$ cat src/roimc_pkg.sv
// Shared widths, register indexes, queue entry types and helpers for the ROI mean color block.
package roimc_pkg;

  localparam int COORD_W    = 11;
  localparam int CHAN_W     = 8;
  localparam int SIZE_W     = 9;
  localparam int FRAMES_W   = 8;
  localparam int SUM_W      = 24;
  localparam int TOTAL_W    = 16;
  localparam int DIVISOR_W  = 2 * SIZE_W;
  localparam int NUM_CH     = 3;
  localparam int CFG_W      = 11;
  localparam int CFG_IDX_W  = 2;
  localparam int STEP_W     = $clog2(SUM_W);
  localparam int JOB_DEPTH  = 2;
  localparam int RES_DEPTH  = 2;

  localparam logic [CFG_IDX_W-1:0] REG_BOX_COL  = 2'd0;
  localparam logic [CFG_IDX_W-1:0] REG_BOX_ROW  = 2'd1;
  localparam logic [CFG_IDX_W-1:0] REG_BOX_SIZE = 2'd2;
  localparam logic [CFG_IDX_W-1:0] REG_FRAMES   = 2'd3;

  localparam logic [SIZE_W-1:0]   BOX_SIZE_RESET = 9'd16;
  localparam logic [FRAMES_W-1:0] FRAMES_RESET   = 8'd1;

  typedef logic [NUM_CH-1:0][SUM_W-1:0] sums_t;

  typedef struct packed {
    sums_t                sums;
    logic [SIZE_W-1:0]    size;
    logic [FRAMES_W-1:0]  frames;
  } job_t;

  typedef struct packed {
    logic [NUM_CH-1:0][CHAN_W-1:0] frame_mean;
    logic [NUM_CH-1:0][CHAN_W-1:0] average;
    logic                          average_ready;
  } result_t;

  typedef enum logic [1:0] {
    B_IDLE,
    B_MEAN,
    B_AVG,
    B_PUSH
  } back_state_t;

  function automatic logic [CHAN_W-1:0] sat_chan(input logic [SUM_W-1:0] value);
    logic [CHAN_W-1:0] result;
    if (|value[SUM_W-1:CHAN_W]) begin
      result = '1;
    end else begin
      result = value[CHAN_W-1:0];
    end
    return result;
  endfunction

endpackage

$ cat src/roimc_fifo.sv
// Small register queue used between the front and back parts and on the result side.
module roimc_fifo #(
  parameter int WIDTH = 8,
  parameter int DEPTH = 2
) (
  input  logic             clk,
  input  logic             rst,
  input  logic             push,
  input  logic [WIDTH-1:0] din,
  output logic             full,
  input  logic             pop,
  output logic [WIDTH-1:0] dout,
  output logic             empty
);

  localparam int PTR_W = (DEPTH > 1) ? $clog2(DEPTH) : 1;
  localparam int CNT_W = $clog2(DEPTH + 1);
  localparam logic [PTR_W-1:0] LAST_PTR = PTR_W'(DEPTH - 1);

  logic [WIDTH-1:0] mem [DEPTH];
  logic [PTR_W-1:0] wr_ptr;
  logic [PTR_W-1:0] rd_ptr;
  logic [CNT_W-1:0] count;
  logic             do_push;
  logic             do_pop;

  assign full    = (count == CNT_W'(DEPTH));
  assign empty   = (count == '0);
  assign do_push = push && !full;
  assign do_pop  = pop && !empty;
  assign dout    = mem[rd_ptr];

  always_ff @(posedge clk) begin
    if (do_push) begin
      mem[wr_ptr] <= din;
    end
  end

  always_ff @(posedge clk) begin
    if (rst) begin
      wr_ptr <= '0;
      rd_ptr <= '0;
      count  <= '0;
    end else begin
      if (do_push) begin
        wr_ptr <= (wr_ptr == LAST_PTR) ? '0 : wr_ptr + 1'b1;
      end
      if (do_pop) begin
        rd_ptr <= (rd_ptr == LAST_PTR) ? '0 : rd_ptr + 1'b1;
      end
      if (do_push && !do_pop) begin
        count <= count + 1'b1;
      end else if (do_pop && !do_push) begin
        count <= count - 1'b1;
      end
    end
  end

endmodule

$ cat src/roimc_front.sv
// Front part: configuration registers, box test and per-channel sums over each frame.
module roimc_front
  import roimc_pkg::*;
#(
  parameter int MAX_BOX    = 256,
  parameter int MAX_COORD  = 2048,
  parameter int MAX_FRAMES = 255
) (
  input  logic                 clk,
  input  logic                 rst,
  input  logic                 cfg_write,
  input  logic [CFG_IDX_W-1:0] cfg_index,
  input  logic [CFG_W-1:0]     cfg_data,
  input  logic                 accept,
  input  logic [COORD_W-1:0]   pixel_col,
  input  logic [COORD_W-1:0]   pixel_row,
  input  logic [CHAN_W-1:0]    blue,
  input  logic [CHAN_W-1:0]    green,
  input  logic [CHAN_W-1:0]    red,
  input  logic                 last_in_frame,
  output logic                 job_push,
  output job_t                 job
);

  localparam int WIDE_W = 17;

  logic [COORD_W-1:0]  box_col;
  logic [COORD_W-1:0]  box_row;
  logic [SIZE_W-1:0]   box_size;
  logic [FRAMES_W-1:0] frames_to_average;
  sums_t               sums;
  sums_t               sums_next;
  logic [SIZE_W-1:0]   size_eff;
  logic [FRAMES_W-1:0] frames_eff;
  logic [COORD_W:0]    col_end;
  logic [COORD_W:0]    row_end;
  logic                in_frame;
  logic                in_box;
  logic [NUM_CH-1:0][CHAN_W-1:0] chan;
  logic [SUM_W:0]      sum_add [NUM_CH];

  always_ff @(posedge clk) begin
    if (rst) begin
      box_col           <= '0;
      box_row           <= '0;
      box_size          <= BOX_SIZE_RESET;
      frames_to_average <= FRAMES_RESET;
    end else if (cfg_write) begin
      case (cfg_index)
        REG_BOX_COL:  box_col           <= cfg_data[COORD_W-1:0];
        REG_BOX_ROW:  box_row           <= cfg_data[COORD_W-1:0];
        REG_BOX_SIZE: box_size          <= cfg_data[SIZE_W-1:0];
        REG_FRAMES:   frames_to_average <= cfg_data[FRAMES_W-1:0];
        default: ;
      endcase
    end
  end

  always_comb begin
    if (WIDE_W'(box_size) > WIDE_W'(MAX_BOX)) begin
      size_eff = SIZE_W'(MAX_BOX);
    end else begin
      size_eff = box_size;
    end
    if (frames_to_average == '0) begin
      frames_eff = FRAMES_W'(1);
    end else if (WIDE_W'(frames_to_average) > WIDE_W'(MAX_FRAMES)) begin
      frames_eff = FRAMES_W'(MAX_FRAMES);
    end else begin
      frames_eff = frames_to_average;
    end
  end

  assign col_end  = {1'b0, box_col} + (COORD_W + 1)'(size_eff);
  assign row_end  = {1'b0, box_row} + (COORD_W + 1)'(size_eff);
  assign in_frame = (WIDE_W'(pixel_col) < WIDE_W'(MAX_COORD)) &&
                    (WIDE_W'(pixel_row) < WIDE_W'(MAX_COORD));
  assign in_box   = in_frame &&
                    (pixel_col >= box_col) && ({1'b0, pixel_col} < col_end) &&
                    (pixel_row >= box_row) && ({1'b0, pixel_row} < row_end);
  assign chan     = {red, green, blue};

  always_comb begin
    for (int k = 0; k < NUM_CH; k++) begin
      sum_add[k] = {1'b0, sums[k]} + (SUM_W + 1)'(chan[k]);
      if (!in_box) begin
        sums_next[k] = sums[k];
      end else if (sum_add[k][SUM_W]) begin
        sums_next[k] = '1;
      end else begin
        sums_next[k] = sum_add[k][SUM_W-1:0];
      end
    end
  end

  assign job_push   = accept && last_in_frame;
  assign job.sums   = sums_next;
  assign job.size   = size_eff;
  assign job.frames = frames_eff;

  always_ff @(posedge clk) begin
    if (rst) begin
      sums <= '0;
    end else if (accept) begin
      if (last_in_frame) begin
        sums <= '0;
      end else begin
        sums <= sums_next;
      end
    end
  end

endmodule

$ cat src/roimc_div.sv
// Three-lane restoring divider with a shared divisor, one quotient bit per cycle.
module roimc_div
  import roimc_pkg::*;
(
  input  logic                 clk,
  input  logic                 rst,
  input  logic                 start,
  input  logic [DIVISOR_W-1:0] divisor,
  input  sums_t                dividend,
  output logic                 busy,
  output logic                 done,
  output sums_t                quotient
);

  localparam logic [STEP_W-1:0] LAST_STEP = STEP_W'(SUM_W - 1);

  logic [STEP_W-1:0]    step;
  logic [DIVISOR_W-1:0] dvs;
  logic [DIVISOR_W-1:0] rem      [NUM_CH];
  logic [DIVISOR_W-1:0] rem_next [NUM_CH];
  logic [DIVISOR_W:0]   rem_sh   [NUM_CH];
  logic [DIVISOR_W:0]   rem_diff [NUM_CH];
  logic [NUM_CH-1:0]    fits;
  sums_t                quo;

  always_comb begin
    for (int k = 0; k < NUM_CH; k++) begin
      rem_sh[k]   = {rem[k], quo[k][SUM_W-1]};
      rem_diff[k] = rem_sh[k] - {1'b0, dvs};
      fits[k]     = (rem_sh[k] >= {1'b0, dvs});
      rem_next[k] = fits[k] ? rem_diff[k][DIVISOR_W-1:0] : rem_sh[k][DIVISOR_W-1:0];
    end
  end

  always_ff @(posedge clk) begin
    if (start) begin
      quo <= dividend;
      dvs <= divisor;
      for (int k = 0; k < NUM_CH; k++) begin
        rem[k] <= '0;
      end
    end else if (busy) begin
      for (int k = 0; k < NUM_CH; k++) begin
        rem[k] <= rem_next[k];
        quo[k] <= {quo[k][SUM_W-2:0], fits[k]};
      end
    end
  end

  always_ff @(posedge clk) begin
    if (rst) begin
      busy <= 1'b0;
      done <= 1'b0;
      step <= '0;
    end else begin
      done <= 1'b0;
      if (start) begin
        busy <= 1'b1;
        step <= '0;
      end else if (busy) begin
        step <= step + 1'b1;
        if (step == LAST_STEP) begin
          busy <= 1'b0;
          done <= 1'b1;
        end
      end
    end
  end

  assign quotient = (dvs == '0) ? '0 : quo;

endmodule

$ cat src/roimc_back.sv
// Back part: per-frame means, running totals and the average over several frames.
module roimc_back
  import roimc_pkg::*;
(
  input  logic    clk,
  input  logic    rst,
  input  logic    job_empty,
  input  job_t    job_head,
  output logic    job_pop,
  input  logic    out_full,
  output logic    out_push,
  output result_t out_entry
);

  back_state_t          state;
  back_state_t          state_next;
  logic                 div_start;
  logic                 div_busy;
  logic                 div_done;
  logic [DIVISOR_W-1:0] div_divisor;
  sums_t                div_dividend;
  sums_t                div_quotient;
  logic [DIVISOR_W-1:0] size_sq;
  logic [NUM_CH-1:0][TOTAL_W-1:0] totals;
  logic [NUM_CH-1:0][TOTAL_W-1:0] totals_upd;
  logic [NUM_CH-1:0][CHAN_W-1:0]  mean_sat;
  logic [NUM_CH-1:0][CHAN_W-1:0]  means;
  logic [NUM_CH-1:0][CHAN_W-1:0]  avg;
  logic [TOTAL_W:0]     total_sum [NUM_CH];
  logic [FRAMES_W-1:0]  count;
  logic [FRAMES_W:0]    count_upd;
  logic [FRAMES_W-1:0]  frames_n;
  logic                 ready;
  logic                 reach;

  roimc_div u_div (
    .clk      (clk),
    .rst      (rst),
    .start    (div_start),
    .divisor  (div_divisor),
    .dividend (div_dividend),
    .busy     (div_busy),
    .done     (div_done),
    .quotient (div_quotient)
  );

  assign size_sq = DIVISOR_W'(job_head.size) * DIVISOR_W'(job_head.size);

  always_comb begin
    for (int k = 0; k < NUM_CH; k++) begin
      mean_sat[k]  = sat_chan(div_quotient[k]);
      total_sum[k] = {1'b0, totals[k]} + (TOTAL_W + 1)'(mean_sat[k]);
      totals_upd[k] = total_sum[k][TOTAL_W] ? '1 : total_sum[k][TOTAL_W-1:0];
    end
    count_upd = {1'b0, count} + 1'b1;
    reach     = (count_upd >= {1'b0, frames_n});
  end

  always_ff @(posedge clk) begin
    if (rst) begin
      state <= B_IDLE;
    end else begin
      state <= state_next;
    end
  end

  always_comb begin
    state_next   = state;
    job_pop      = 1'b0;
    div_start    = 1'b0;
    div_divisor  = '0;
    div_dividend = '0;
    out_push     = 1'b0;
    case (state)
      B_IDLE: begin
        if (!job_empty) begin
          job_pop      = 1'b1;
          div_start    = 1'b1;
          div_divisor  = size_sq;
          div_dividend = job_head.sums;
          state_next   = B_MEAN;
        end
      end
      B_MEAN: begin
        if (div_done) begin
          if (reach) begin
            div_start   = 1'b1;
            div_divisor = DIVISOR_W'(frames_n);
            for (int k = 0; k < NUM_CH; k++) begin
              div_dividend[k] = SUM_W'(totals_upd[k]);
            end
            state_next = B_AVG;
          end else begin
            state_next = B_PUSH;
          end
        end
      end
      B_AVG: begin
        if (div_done) begin
          state_next = B_PUSH;
        end
      end
      B_PUSH: begin
        if (!out_full) begin
          out_push   = 1'b1;
          state_next = B_IDLE;
        end
      end
      default: state_next = B_IDLE;
    endcase
  end

  always_ff @(posedge clk) begin
    if (state == B_IDLE && job_pop) begin
      frames_n <= job_head.frames;
    end
    if (state == B_MEAN && div_done) begin
      means <= mean_sat;
      avg   <= '0;
    end
    if (state == B_AVG && div_done) begin
      for (int k = 0; k < NUM_CH; k++) begin
        avg[k] <= sat_chan(div_quotient[k]);
      end
    end
  end

  always_ff @(posedge clk) begin
    if (rst) begin
      totals <= '0;
      count  <= '0;
      ready  <= 1'b0;
    end else if (state == B_MEAN && div_done) begin
      if (reach) begin
        totals <= '0;
        count  <= '0;
        ready  <= 1'b1;
      end else begin
        totals <= totals_upd;
        count  <= count_upd[FRAMES_W-1:0];
        ready  <= 1'b0;
      end
    end
  end

  assign out_entry.frame_mean    = means;
  assign out_entry.average       = avg;
  assign out_entry.average_ready = ready;

  a_start_idle: assert property (@(posedge clk) disable iff (rst)
    div_start |-> !div_busy)
    else $error("divider started while busy");

  a_push_space: assert property (@(posedge clk) disable iff (rst)
    out_push |-> !out_full)
    else $error("result pushed into a full queue");

  a_pop_valid: assert property (@(posedge clk) disable iff (rst)
    job_pop |-> !job_empty)
    else $error("job popped from an empty queue");

  a_ready_count: assert property (@(posedge clk) disable iff (rst)
    (state == B_PUSH && ready) |-> (count == '0 && totals == '0))
    else $error("average given without restarting the totals");

  a_done_waiting: assert property (@(posedge clk) disable iff (rst)
    div_done |-> (state == B_MEAN || state == B_AVG))
    else $error("divider finished with no one waiting");

endmodule

$ cat src/roi_mean_color_over_frames.sv
// Top level of the ROI mean color block: front, job queue, back and result queue.
// Pixels are taken one per cycle while full is low; full rises only when two frame ends wait in the job queue.
// A frame end reaches the result side after one division of its sums, and after a second one when an
// average completes; the 24-step shared divider in the back part carries out both.
// Reset (synchronous, active high) restores the register defaults, clears the sums,
// totals and frame count, and empties both queues.
module roi_mean_color_over_frames
  import roimc_pkg::*;
#(
  parameter int MAX_BOX    = 256,
  parameter int MAX_COORD  = 2048,
  parameter int MAX_FRAMES = 255
) (
  input  logic                 clk,
  input  logic                 rst,
  input  logic                 cfg_write,
  input  logic [CFG_IDX_W-1:0] cfg_index,
  input  logic [CFG_W-1:0]     cfg_data,
  input  logic                 push,
  output logic                 full,
  input  logic [COORD_W-1:0]   pixel_col,
  input  logic [COORD_W-1:0]   pixel_row,
  input  logic [CHAN_W-1:0]    blue,
  input  logic [CHAN_W-1:0]    green,
  input  logic [CHAN_W-1:0]    red,
  input  logic                 last_in_frame,
  output logic                 empty,
  input  logic                 pop,
  output logic [CHAN_W-1:0]    frame_blue,
  output logic [CHAN_W-1:0]    frame_green,
  output logic [CHAN_W-1:0]    frame_red,
  output logic [CHAN_W-1:0]    average_blue,
  output logic [CHAN_W-1:0]    average_green,
  output logic [CHAN_W-1:0]    average_red,
  output logic                 average_ready
);

  logic    accept;
  logic    job_push;
  job_t    job_in;
  job_t    job_head;
  logic    job_full;
  logic    job_empty;
  logic    job_pop;
  logic    out_push;
  logic    out_full;
  result_t out_entry;
  result_t res_head;

  assign accept = push && !full;
  assign full   = job_full;

  roimc_front #(
    .MAX_BOX    (MAX_BOX),
    .MAX_COORD  (MAX_COORD),
    .MAX_FRAMES (MAX_FRAMES)
  ) u_front (
    .clk           (clk),
    .rst           (rst),
    .cfg_write     (cfg_write),
    .cfg_index     (cfg_index),
    .cfg_data      (cfg_data),
    .accept        (accept),
    .pixel_col     (pixel_col),
    .pixel_row     (pixel_row),
    .blue          (blue),
    .green         (green),
    .red           (red),
    .last_in_frame (last_in_frame),
    .job_push      (job_push),
    .job           (job_in)
  );

  roimc_fifo #(
    .WIDTH ($bits(job_t)),
    .DEPTH (JOB_DEPTH)
  ) u_job_q (
    .clk   (clk),
    .rst   (rst),
    .push  (job_push),
    .din   (job_in),
    .full  (job_full),
    .pop   (job_pop),
    .dout  (job_head),
    .empty (job_empty)
  );

  roimc_back u_back (
    .clk       (clk),
    .rst       (rst),
    .job_empty (job_empty),
    .job_head  (job_head),
    .job_pop   (job_pop),
    .out_full  (out_full),
    .out_push  (out_push),
    .out_entry (out_entry)
  );

  roimc_fifo #(
    .WIDTH ($bits(result_t)),
    .DEPTH (RES_DEPTH)
  ) u_res_q (
    .clk   (clk),
    .rst   (rst),
    .push  (out_push),
    .din   (out_entry),
    .full  (out_full),
    .pop   (pop),
    .dout  (res_head),
    .empty (empty)
  );

  assign frame_blue    = res_head.frame_mean[0];
  assign frame_green   = res_head.frame_mean[1];
  assign frame_red     = res_head.frame_mean[2];
  assign average_blue  = res_head.average[0];
  assign average_green = res_head.average[1];
  assign average_red   = res_head.average[2];
  assign average_ready = res_head.average_ready;

endmodule

$ cat config.mk
export PLATFORM = sky130hd
export DESIGN_NAME = roi_mean_color_over_frames
export DESIGN_NICKNAME = d
export VERILOG_FILES = /design/src/roimc_pkg.sv /design/src/roimc_fifo.sv /design/src/roimc_front.sv /design/src/roimc_div.sv /design/src/roimc_back.sv /design/src/roi_mean_color_over_frames.sv
export SDC_FILE = /design/constraint.sdc
export NUM_CORES = 1
export LEC_CHECK = 0
export BUFFER_PORTS_ARGS = -buffer_cell sky130_fd_sc_hd__buf_2
export CORE_ASPECT_RATIO = 0.8
export CORE_MARGIN = 4
export CORE_UTILIZATION = 45
export DETAILED_ROUTE_END_ITERATION = 10
export GPL_ROUTABILITY_DRIVEN = 0
export GPL_TIMING_DRIVEN = 0
export SLEW_MARGIN = 5
export SYNTH_ARGS = -nofsm -noshare
export SYNTH_HDL_FRONTEND = slang
export SYNTH_SLANG_ARGS = --single-unit
$ cat constraint.sdc
create_clock -name clk -period 14.75 [get_ports clk]
set_clock_uncertainty 0.2 [all_clocks]
set_input_delay 0.7375 -clock clk [delete_from_list [all_inputs] [get_ports clk]]
set_output_delay 0.7375 -clock clk [all_outputs]
set_load 0.1 [all_outputs]
==> Yosys cells after proc, flatten, opt, wreduce, memory -nomap -nowiden <==
Memory sizes are Yosys's and may differ from the RTL's. A register that Yosys moved wholly into a read port is not among the register bits.
Index checks and enable logic that the tools add are counted.
{ "word_totals": {"rom_bits": 0, "mem_count": 3, "input_bits": 65, "output_inout_bits": 51, "word_cells": 202, "regBits": 331, "mem_bits_rw": 330, "latch_bits": 0} }
{ "mem_list": {"columns": ["memory", "words", "word_bits", "read_ports", "rd_ports_with_merged_regs", "write_ports", "line_no", "rtl"], "rows": [
  ["u_job_q.mem", 2, 89, 1, 1, 1, "roimc_fifo.sv:20", "logic [WIDTH-1:0] mem [DEPTH];"],
  ["u_res_q.mem", 2, 49, 1, 1, 1, "roimc_fifo.sv:20", null],
  ["u_back.u_div.rem", 3, 18, 3, 0, 3, "roimc_div.sv:19", "logic [DIVISOR_W-1:0] rem [NUM_CH];"]
]} }
{ "classes": {"n_addsub": 21, "n_mul": 1, "shifts": 0, "n_div": 0, "bitwise_logic": 4, "reduce_logical": 44, "n_lt_le_gt_ge": 9, "n_eq_ne": 13, "muxes": 74} }
{ "op_table": {"columns": ["op", "count"], "rows": [
  ["$mux 72", 6],
  ["$mux 24", 8],
  ["$mux 18", 8],
  ["$pmux 72 s2", 1],
  ["$add 24x8->25", 3],
  ["$mux 64", 1],
  ["$ge 19x18->1", 3],
  ["$sub 18x18->18", 3],
  ["$add 16x8->17", 3],
  ["$mux 16", 3],
  ["$mux 48", 1],
  ["$mux 8", 6],
  ["$reduce_or 16->1", 3],
  ["$pmux 18 s2", 1],
  ["$mux 1", 28],
  ["$add 11x9->12", 2],
  ["$lt 11x12->1", 2],
  ["$ge 11x11->1", 2],
  ["$logic_not 18->1", 1],
  ["$mul 9x9->18", 1],
  ["$logic_and 1x1->1", 16],
  ["$mux 2", 8],
  ["$eq 2x2->1 const B", 6],
  ["$add 8x1->9 const B", 1],
  ["22 further kinds", 49]
]} }

==> Logic depth before layout (Yosys ltp) <==
{ "logic_depth": {"ltp_word": 10, "ltp_mapped": 23, "ltp_nobuf": 21} }

==> Cells and area by module <==
From an unflattened synthesis, not the netlist that was laid out.
{ "unflattened": {"cells_unflattened": 3662, "area_unflattened_um2": 38628.3} }
{ "modules_own_cells": {"columns": ["mod", "instances", "area_per_inst_um2", "seq_area_each_um2", "cells_each"], "rows": [
  ["roimc_div", 1, 9608.0, 4464.3, 881],
  ["roimc_back", 1, 9557.9, 2862.7, 1134],
  ["roimc_front", 1, 9031.2, 2222.1, 1167],
  ["roimc_fifo (u_job_q)", 1, 6671.4, 5445.2, 302],
  ["roimc_fifo (u_res_q)", 1, 3746.1, 3042.9, 177],
  ["roi_mean_color_over_frames", 1, 13.8, 0.0, 1]
]} }

==> Worst setup path after synthesis <==
Ideal clock, no wire load.
{ "synth_path": {"kind": "flip-flop to flip-flop", "start": "register u_back.count[0]", "end": "register u_back.u_div.quo[0] (netlist name) (enable)", "required_time_ps": 13442, "t_arrival_ps": 4540, "n_path_buf": 1, "setup_ps": 1108, "period_less_slack_ps": 5848, "setup_slack_ps": 8902, "stages_incl_launch_ff": 12, "path_cell_list": "dfxtp_1 > ha_1 > nand3_1 > xnor2_1 > ha_1 > a21o_1 > a21o_1 > a211oi_2 > o21ai_2 > a31oi_4 > clkbuf_1 > nand2b_1"} }
{ "synth_between": {"elab_chain_cells": 6} }
{ "synth_rtl": {"columns": ["item", "line_no", "rtl"], "rows": [
  ["start: declaration", "roimc_back.sv:30", "logic [FRAMES_W-1:0] count;"],
  ["start signal: assignment", "roimc_back.sv:140", "count <= count_upd[FRAMES_W-1:0];"],
  ["$add 8x1->9", "roimc_back.sv:55", "count_upd = {1'b0, count} + 1'b1;"],
  ["$ge 9x8->1", "roimc_back.sv:56", "reach = (count_upd >= {1'b0, frames_n});"],
  ["$mux 1", "roimc_back.sv:86", "if (reach) begin"],
  ["$mux 1", "roimc_back.sv:85", "if (div_done) begin"],
  ["$pmux 1 s2", "roimc_back.sv:74", "case (state)"],
  ["$reduce_bool 2->1 (no line)", null, null],
  ["end signal: assignment", "roimc_div.sv:37", "quo <= dividend;"],
  ["end signal: indexed assignment", "roimc_div.sv:45", "quo[k] <= {quo[k][SUM_W-2:0], fits[k]};"],
  ["end: declaration", "roimc_div.sv:24", "sums_t quo;"]
]} }
Every way passes these cells.
A chain may end at the register's enable or synchronous reset.

==> out/metrics.sh <==
FINAL_LAYOUT_FILL_CELL_COUNT=7281
FLOORPLAN.DIE.WIDTH_UM=327
TIMING.FINAL.SETUP_VIOLATIONS=0
SYNTH-SEQ-AREA-SHARE=0.492
N_ANTENNA_CELL=0
REPORT.FINAL.HOLD_VIOL_COUNT=0
NETLIST_INSTANCES=3462
UNREPAIRED_SETUP_ENDPOINTS_AFTER_GLOBAL_ROUTING='no'
DRIVE_ABOVE_1_SHARE=0.116
NUMBER_OF_VIAS_AFTER_DETAILED_ROUTING=27400
FP.DIEH_UM=263
DRTPASS1ITERATIONS=5
INITIAL_CORE_UTIL=0.455
TIMING.CRITICAL_PATH.ARRIVAL_NS=6.55
TRITONCTS='done'
POSTSYNTH.TOPFLOPCELL='sky130_fd_sc_hd__edfxtp_1'
FLOORPLAN.ROWS=93
REGAREA_SQ_UM=18000
TRACK_USAGE=0.228
NUMBER_OF_BUFFERS_INSERTED_TO_REPAIR_SETUP_AFTER_CTS=0
POST_CTS.RESIZED_INSTANCES=0
HPWLAFTERDP_UM=74700
PLACEABLECOREAREA_SQ_UM=80600
SYN_AREA_PER_CELL_SQ_UM=10.6
ANT_NETS=0
YOSYS_WARNINGS=0
VIAS_PER_CELL=5.70
POST-ROUTE-PERIOD-UTIL=0.434
BOUNDARYPINS=116
NUMPORTBUFFERS=114
SYN_NETS=3783
IR_DROP_mV=0.210
CLOCK_INSERTION_DELAY_WORST_SKEW_NS=0.62
PEAK_CLOCK_FREQUENCY_SUPPORTED_BY_TIMING_MHz=156
TIGHTEST_SLEW_NS=1.24
SETUP_TNS_AFTER_FINAL_LAYOUT_NS=0
VIA_COUNT_OF_THE_FIRST_GLOBAL_ROUTING_PASS=25600
FP.DIEAREA_SQ_UM=86100
CRIT_PATH_REQUIRED_TIME_NS=14.90
GRT_START_MAX_NET_PINS=55
SYNTHARSTFLOPSHARE=0
CELLPOWERDENSITY_nW_PER_UM2=211
DETAIL_ROUTE.DRC_VIOLATIONS=0
STATUS='finished clean'
ROUTED_WIRELENGTH_UM=100000
TRITONCTS_NUM_SINKS=663
TOTAL_COUNT_OF_MAX_TRANSITION_VIOLATIONS_IN_THE_FINAL_REPORT=0
KIND_OF_PATH_BEHIND_THE_TIGHTEST_HOLD_CHECK='in2reg'
SYNTH.LIB_CELLS_USED.DISTINCT=103
NUMCTSBUFFERS=71
FINAL_NETS=3981
MAX_CAP_VIOLATIONS=0
SLEW_HEADROOM=0.167
FIRST_PASS_GRT_WIRE_LENGTH_UM=153000
POWER.STATIC_LEAKAGE_nW=15.7
AVGROUTEDWIREPERCELL_UM=20.8
HTREE_LEVELS=3
TIMING.CRITICAL_PATH.FROM_TYPE='flip-flop'
YS_FF_LATCH=663
POST_SYNTHESIS_INSTANCE_AREA_SQ_UM=36700
PERIOD_MINUS_SLACK_NS=6.40
PATH_MAX_FANOUT=10
CRIT_TYPE='reg2reg'
GLOBAL_ROUTE.OVERFLOW_TOTAL=0
FINAL_COMMON_CELL='sky130_fd_sc_hd__edfxtp_1'
INITIALDRTVIOLATIONCOUNT=2739
GRT_ANTENNA_BEFORE_REPAIR=5
COMMONEST_NON_FILL_NON_TAP_CELLS_IN_THE_LAYOUT='sky130_fd_sc_hd__edfxtp_1, sky130_fd_sc_hd__nor2_1, sky130_fd_sc_hd__nand2_1'
CP-END-KIND='flip-flop'
CTSROOTBUFFERMASTER='sky130_fd_sc_hd__clkbuf_16'
MULTI_INPUT_COMB_AREA_SQ_UM=17200
PATH_CLK_SLEW_NS=0.06
FINAL_UTIL=0.512
SYNTH_ENABLE_FLOP_CELLS=476
MAX-CLOCK-PATH-BUFFERS=3
AREA.GROWTH.SYNTH_TO_FINAL_PCT=12.6
CTS_HOLD_BUFFERS=0
HOLD_PATH.STARTPOINT='cfg_data[10]'
[layer usage]
layer,global-route usage,vias to the layer above,wire [um]
li1,-,13200,-
met1,0.348,13100,48300
met2,0.328,915,41400
met3,0.0554,126,8440
met4,0.0486,2,1920
met5,0,-,13
[worst max-delay path: stages, from the launching register on]
cell,delay (ns)
sky130_fd_sc_hd__dfxtp_1,0.30
sky130_fd_sc_hd__buf_2,0.26
sky130_fd_sc_hd__buf_2,0.37
sky130_fd_sc_hd__mux2i_1,0.86
sky130_fd_sc_hd__nor2_1,0.17
sky130_fd_sc_hd__fa_1,0.61
sky130_fd_sc_hd__inv_1,0.06
sky130_fd_sc_hd__fa_1,0.50
sky130_fd_sc_hd__inv_1,0.04
sky130_fd_sc_hd__ha_1,0.26
sky130_fd_sc_hd__inv_1,0.05
sky130_fd_sc_hd__fa_1,0.55
sky130_fd_sc_hd__inv_1,0.08
sky130_fd_sc_hd__ha_1,0.31
sky130_fd_sc_hd__a211oi_1,0.31
sky130_fd_sc_hd__o21bai_1,0.15
sky130_fd_sc_hd__a31oi_1,0.24
sky130_fd_sc_hd__o21ai_0,0.17
sky130_fd_sc_hd__o211ai_1,0.27
sky130_fd_sc_hd__o21ai_0,0.15
sky130_fd_sc_hd__xnor2_1,0.17
sky130_fd_sc_hd__nor2_1,0.05
[kinds of logic after synthesis]
logic type,Yosys count,share of synthesized area
flip-flops,663,0.492
XOR/XNOR,113,0.0270
AND/OR/NAND/NOR,1005,0.128
multiplexers,198,0.0564
adder cells (fa/ha/maj),256,0.0968
buffers and inverters,349,0.0395
AO/OA/AOI/OAI,878,0.160
[through the flow]
step / power (W) / area, sq um / hold WS, ns / worst slack, ns / std cells
after floorplan: 0.00588 / 36700 / 0.220 / 8.90 / 3462
after global placement: 0.00688 / 38600 / 0.224 / 6.09 / 4668
after detailed placement: 0.00687 / 38900 / 0.230 / 8.28 / 4679
after CTS: 0.00875 / 41300 / 0.156 / 8.29 / 4810
after global routing: 0.00936 / 41300 / 0.170 / 7.87 / 4810
final: 0.00872 / 41300 / 0.178 / 8.35 / 4810
[power by group]
group	leakage [nW]	switching (W)	internal [W]	total, W
clock	1.17	0.000753	0.00109	0.00185
sequential	5.90	0.000168	0.00246	0.00262
combinational	8.65	0.00263	0.00161	0.00425
[synthesized netlist by cell type (46+ instances only)]
master,instances,area (sq um)
sky130_fd_sc_hd__edfxtp_1,476,14300
sky130_fd_sc_hd__nor2_1,346,1300
sky130_fd_sc_hd__nand2_1,289,1080
sky130_fd_sc_hd__a21oi_1,221,1110
sky130_fd_sc_hd__ha_1,210,2630
sky130_fd_sc_hd__inv_1,195,732
sky130_fd_sc_hd__dfxtp_1,187,3740
sky130_fd_sc_hd__o21ai_0,166,831
sky130_fd_sc_hd__mux2i_1,131,1310
sky130_fd_sc_hd__clkbuf_1,85,319
sky130_fd_sc_hd__a31oi_1,73,457
sky130_fd_sc_hd__xnor2_1,71,622
sky130_fd_sc_hd__mux2_2,67,754
sky130_fd_sc_hd__nand3_1,59,295
sky130_fd_sc_hd__a21o_1,57,428
sky130_fd_sc_hd__nor3_1,57,285
sky130_fd_sc_hd__fa_1,46,921
[registers in the layout, summed over array words and instances, names as in the netlist, 9 cells and up, named ones only]
| name | flops |
|---|---|
| u_front.box_row | 11 |
| u_front.box_col | 11 |
| u_back.u_div.rem | 54 |
| u_back.totals | 48 |
| u_front.sums | 72 |
| u_res_q.mem | 98 |
| u_back.u_div.dvs | 18 |
| u_back.u_div.quo | 72 |
| u_job_q.mem | 178 |
| u_front.box_size | 9 |
| u_back.out_entry | 48 |
[area by class of cell]
type	count	share of cell area
sequential	663	0.437
multi-input combinational	2450	0.417
clock buffer	102	0.0506
tap	1092	0.0331
timing repair buffer	125	0.0195
inverter	197	0.0179
buffer	152	0.0172
clock inverter	29	0.00794
[worst paths after layout]
kind | to | slack, ns | cells after the start
worst max-delay path | u_back.u_div.dvs[17] | 8.35 | 21
worst min-delay path | u_front.box_col[10] | 0.18 | 3
worst max register to register | u_back.u_div.dvs[17] | 8.35 | 21
worst min register to register | u_res_q.mem[0][27] | 0.24 | 0
No activity file was read; power rests on OpenSTA's default activity.
